`src/sv/bsm_pkg.sv`:
```
package bsm_pkg;

	// byte lanes of the store; one bank per lane
	localparam int LANES   = 8;
	localparam int LANE_W  = 3;
	localparam int BYTE_W  = 8;
	localparam int SIZE_W  = 4;
	localparam int VALUE_W = LANES * BYTE_W;

	// operation codes
	typedef enum logic [1:0] {
		OP_PUSH  = 2'd0,
		OP_POP   = 2'd1,
		OP_DUP   = 2'd2,
		OP_CLEAR = 2'd3
	} op_t;

	typedef logic [BYTE_W-1:0] byte_t;

endpackage

```
`src/sv/bsm_bank.sv`:
```
// one byte bank: single write port, single registered read port
module bsm_bank import bsm_pkg::*; #(
	parameter int ROWS = 128,
	localparam int ROW_W = $clog2(ROWS)
) (
	input  logic             clk,
	input  logic             we,
	input  logic [ROW_W-1:0] waddr,
	input  byte_t            wdata,
	input  logic [ROW_W-1:0] raddr,
	output byte_t            rdata
);

	byte_t mem [ROWS];

	always_ff @(posedge clk) begin
		if (we) begin
			mem[waddr] <= wdata;
		end
	end

	always_ff @(posedge clk) begin
		rdata <= mem[raddr];
	end

endmodule

```
`config.mk`:
```
export PLATFORM = sky130hd
export DESIGN_NAME = bsm_bank
export DESIGN_NICKNAME = d
export VERILOG_FILES = /design/src/sv/bsm_pkg.sv /design/src/sv/bsm_bank.sv
export SDC_FILE = /design/constraint.sdc
export NUM_CORES = 1
export LEC_CHECK = 0
export CAP_MARGIN = 15
export CORE_AREA = 2 2 267 269
export DETAILED_ROUTE_END_ITERATION = 10
export DIE_AREA = 0 0 269 271
export DONT_BUFFER_PORTS = 1
export GPL_TIMING_DRIVEN = 0
export PLACE_DENSITY = 0.75
export SLEW_MARGIN = 40
export SYNTH_ARGS = -nofsm -noshare
export SYNTH_HDL_FRONTEND = slang
export SYNTH_SLANG_ARGS = --single-unit
```
`constraint.sdc`:
```
create_clock -name clk -period 2.51 [get_ports clk]
set_input_delay 0.251 -clock clk [delete_from_list [all_inputs] [get_ports clk]]
set_output_delay 0.251 -clock clk [all_outputs]
set_load 0.01 [all_outputs]
```
==> reports/qor.csv <==
stage,metric,value,unit
run_status,outcome,finished with violations,
run_status,failing checks,"negative hold slack, negative setup slack",
sta,f_max,396,MHz
power_and_ir_drop,Switching Share,20.9,%
sta,RSZ-0062 raised after global routing,false,
global_routing,Tot GR Track Use,26.4,%
worst_setup_path,CP Launch Type,input pin,
floorplanning,Initial Util,56.8,%
global_routing,largest net degree at the start of global routing,129,
yosys,Synth cell types,17,
power_and_ir_drop,PD cells,800,nW/um2
global_routing,grt total ovfl,0,
floorplanning,die area,72900,um2
floorplanning,core area,69800,um2
placement,HPWL after DPL,57.0,mm
detailed_routing,number of routed nets with antenna violations,0,
worst_setup_path,FF-to-FF Start,mem[125][3],
hold_path,hold wc startpoint,wdata[1],
cts,CTS HTree Levels,3,
power_and_ir_drop,worst vdd ir,697,uV
worst_setup_path,WP data arrival,3060,ps
sta,final worst slack,-17.7,ps
sta,slew margin rel.,42.6,%
sta,clock skew,21.0,ps
worst_setup_path,critical path type,in -> reg,
power_and_ir_drop,Sequential Power Share,53.3,%
floorplanning,die height,271,um
placement,routability cong.,0.852,
yosys,syn avg cell area,24.3,um2
global_routing,vias in the first global route,18700,
sta,"Setup violations, final",1,
sta,fin crit share,101,%
sta,Max Transition Viols Final,0,
cts,root buf cell,clkbuf_16,
sta,Final Hold Fails,2,
worst_setup_path,Critical Path RT,3040,ps
cells_and_area,Layout area overhead,12.8,%
power_and_ir_drop,clock power share,41.5,%
detailed_routing,drt pass-1 iters,7,
detailed_routing,Vias/cell,6.64,
sta,worst hold slack,-7.83,ps
cts,Worst-path clk slew,60,ps
power_and_ir_drop,Internal Pwr Total,28300,uW
power_and_ir_drop,Lkg Pwr,0.0137,uW
yosys,main flop type after synthesis,edfxtp_1,
yosys,most numerous cell in the Yosys netlist,edfxtp_1,
detailed_routing,drt wl/cell,33.9,um
cts,CTS max path bufs,3,
cells_and_area,layout cells sized above 1,33.5,%
cts,CTS Buf Count,97,
yosys,Mapped Nets,1659,
placement,placed cells,2577,
power_and_ir_drop,NetSw,7470,uW
global_routing,initial antenna violation count,7,
cts,Skew-Pair Late Insertion Delay,670,ps
worst_setup_path,CP Max Fanout,10,
cells_and_area,Layout Nets,1768,
cts,clk sinks,1032,
yosys,Mapped Cells,1635,
yosys,synthesized flop and latch total,1032,
yosys,"top cells by area, synth","edfxtp_1 78%, mux4_2 19%, nor2_1 1.2%",
yosys,post-synth top area share,77.5,%
detailed_routing,starting DRC count in detailed routing,2672,
floorplanning,Die Width,269,um
hold_path,Hold Path Class,in -> reg,
yosys,Netlist Area Pre-Place,39700,um2
sta,setup TNS,-17.7,ps
cts,CTS tree,yes,
cells_and_area,"non-filler cells, final",2765,
sta,Tmin final,2530,ps
yosys,cell taking the most area after synthesis,edfxtp_1,
power_and_ir_drop,combinational share of power,5.2,%
floorplanning,Core Rows,97,
worst_setup_path,Worst setup EP type,flip-flop,
sta,worst slew pin tran,858,ps
yosys,warnings from Yosys,0,
detailed_routing,vias,18400,
worst_setup_path,Crit. Startpoint,raddr[2],
global_routing,first-pass GRT wire length,134,mm
yosys,"Async S/R FF share, synth",0,%
detailed_routing,DRC viols,0,
floorplanning,I/O pins,32,
placement,Placement Setup Slack,-1050,ps
yosys,number of synthesized flops with an enable pin,1024,
detailed_routing,detailed-route wire length,93.7,mm
placement,port bufs,0,
yosys,"top cells by count, synth","1024 x edfxtp_1, 336 x mux4_2, 122 x nor2_1, 44 x clkbuf_1, 18 x buf_1",
yosys,post-synthesis sequential area ratio,77.9,%
flow_run,MaxCap Viol Count,0,
==> metal layers <==
layer	vias up	track usage [%]	share of wire [%]
met5	-	0	0.16
met1	9783	35.6	36
met2	1105	42.6	50
li1	7253	-	-
met3	201	6.58	11
met4	8	9.40	3.4
==> power groups by stage <==
stage	Sequential (uW)	Clock [uW]	Combinational, uW
6_report	19100	14900	1860
5_1_grt	19100	15500	1920
4_1_cts	19100	14900	1850
3_5_place_dp	19400	0	1530
3_3_place_gp	19400	0	1500
2_1_floorplan	19400	0	1020
==> cells in the final DEF (no fill, tap or decap), types with 20 or more instances in the layout <==
cell and count:
nor2_2 25, clkinv_2 23, nor2_1 97, buf_8 20, mux4_2 336, clkbuf_1 21, clkinv_1 20, edfxtp_1 1024
clkbuf_2 31, clkbuf_16 100
==> cells by family after synthesis <==
group | Yosys count | share of synthesized area, %
DFF | 1032 | 77.9
muxes | 344 | 19.3
and+or+nand+nor | 170 | 1.76
buffers and inverters | 89 | 1.01
==> final timing paths <==
path,to,slack (ps),cells past startpoint
max reg2reg,rdata[3],0,4
min reg2reg,rdata[7],1160,4
max,rdata[1],-20,6
min,mem[93][1],-8,1
==> state kept, by name (all words and copies together), names as in the netlist <==
register  cells
mem        1024
rdata         8
==> critical path: stages <==
cell and delay, ps:
clkbuf_2 410, clkdlybuf4s18_2 510, mux4_2 390, mux4_2 590
mux4_2 570, mux2_2 310
==> cell type report <==
type / instances / area, um2
sequential: 1032 / 30900
fill: 4349 / 25000
multi-input combinational: 514 / 8470
clock buffer: 112 / 2590
tap: 940 / 1180
buffer: 89 / 721
clock inverter: 65 / 637
timing repair buffer: 10 / 233
antenna: 3 / 7.51
==> what timing repair did <==
item                        CTS  global route
hold buffers                  8             0
buffers inserted              0             0
hold endpoints to repair   1024             0
setup endpoints to repair     8             7
gates resized for setup      25             3
==> through the flow <==
stage          power, uW  utilization (%)  area (um2)
2_1_floorplan      20400                -       39900
3_3_place_gp       20900             58.9       41100
3_5_place_dp       21000             59.0       41200
4_1_cts            35800             64.0       44700
5_1_grt            36500             64.1       44700
6_report           35800             64.1       44700
No activity file was read; power rests on OpenSTA's default activity.
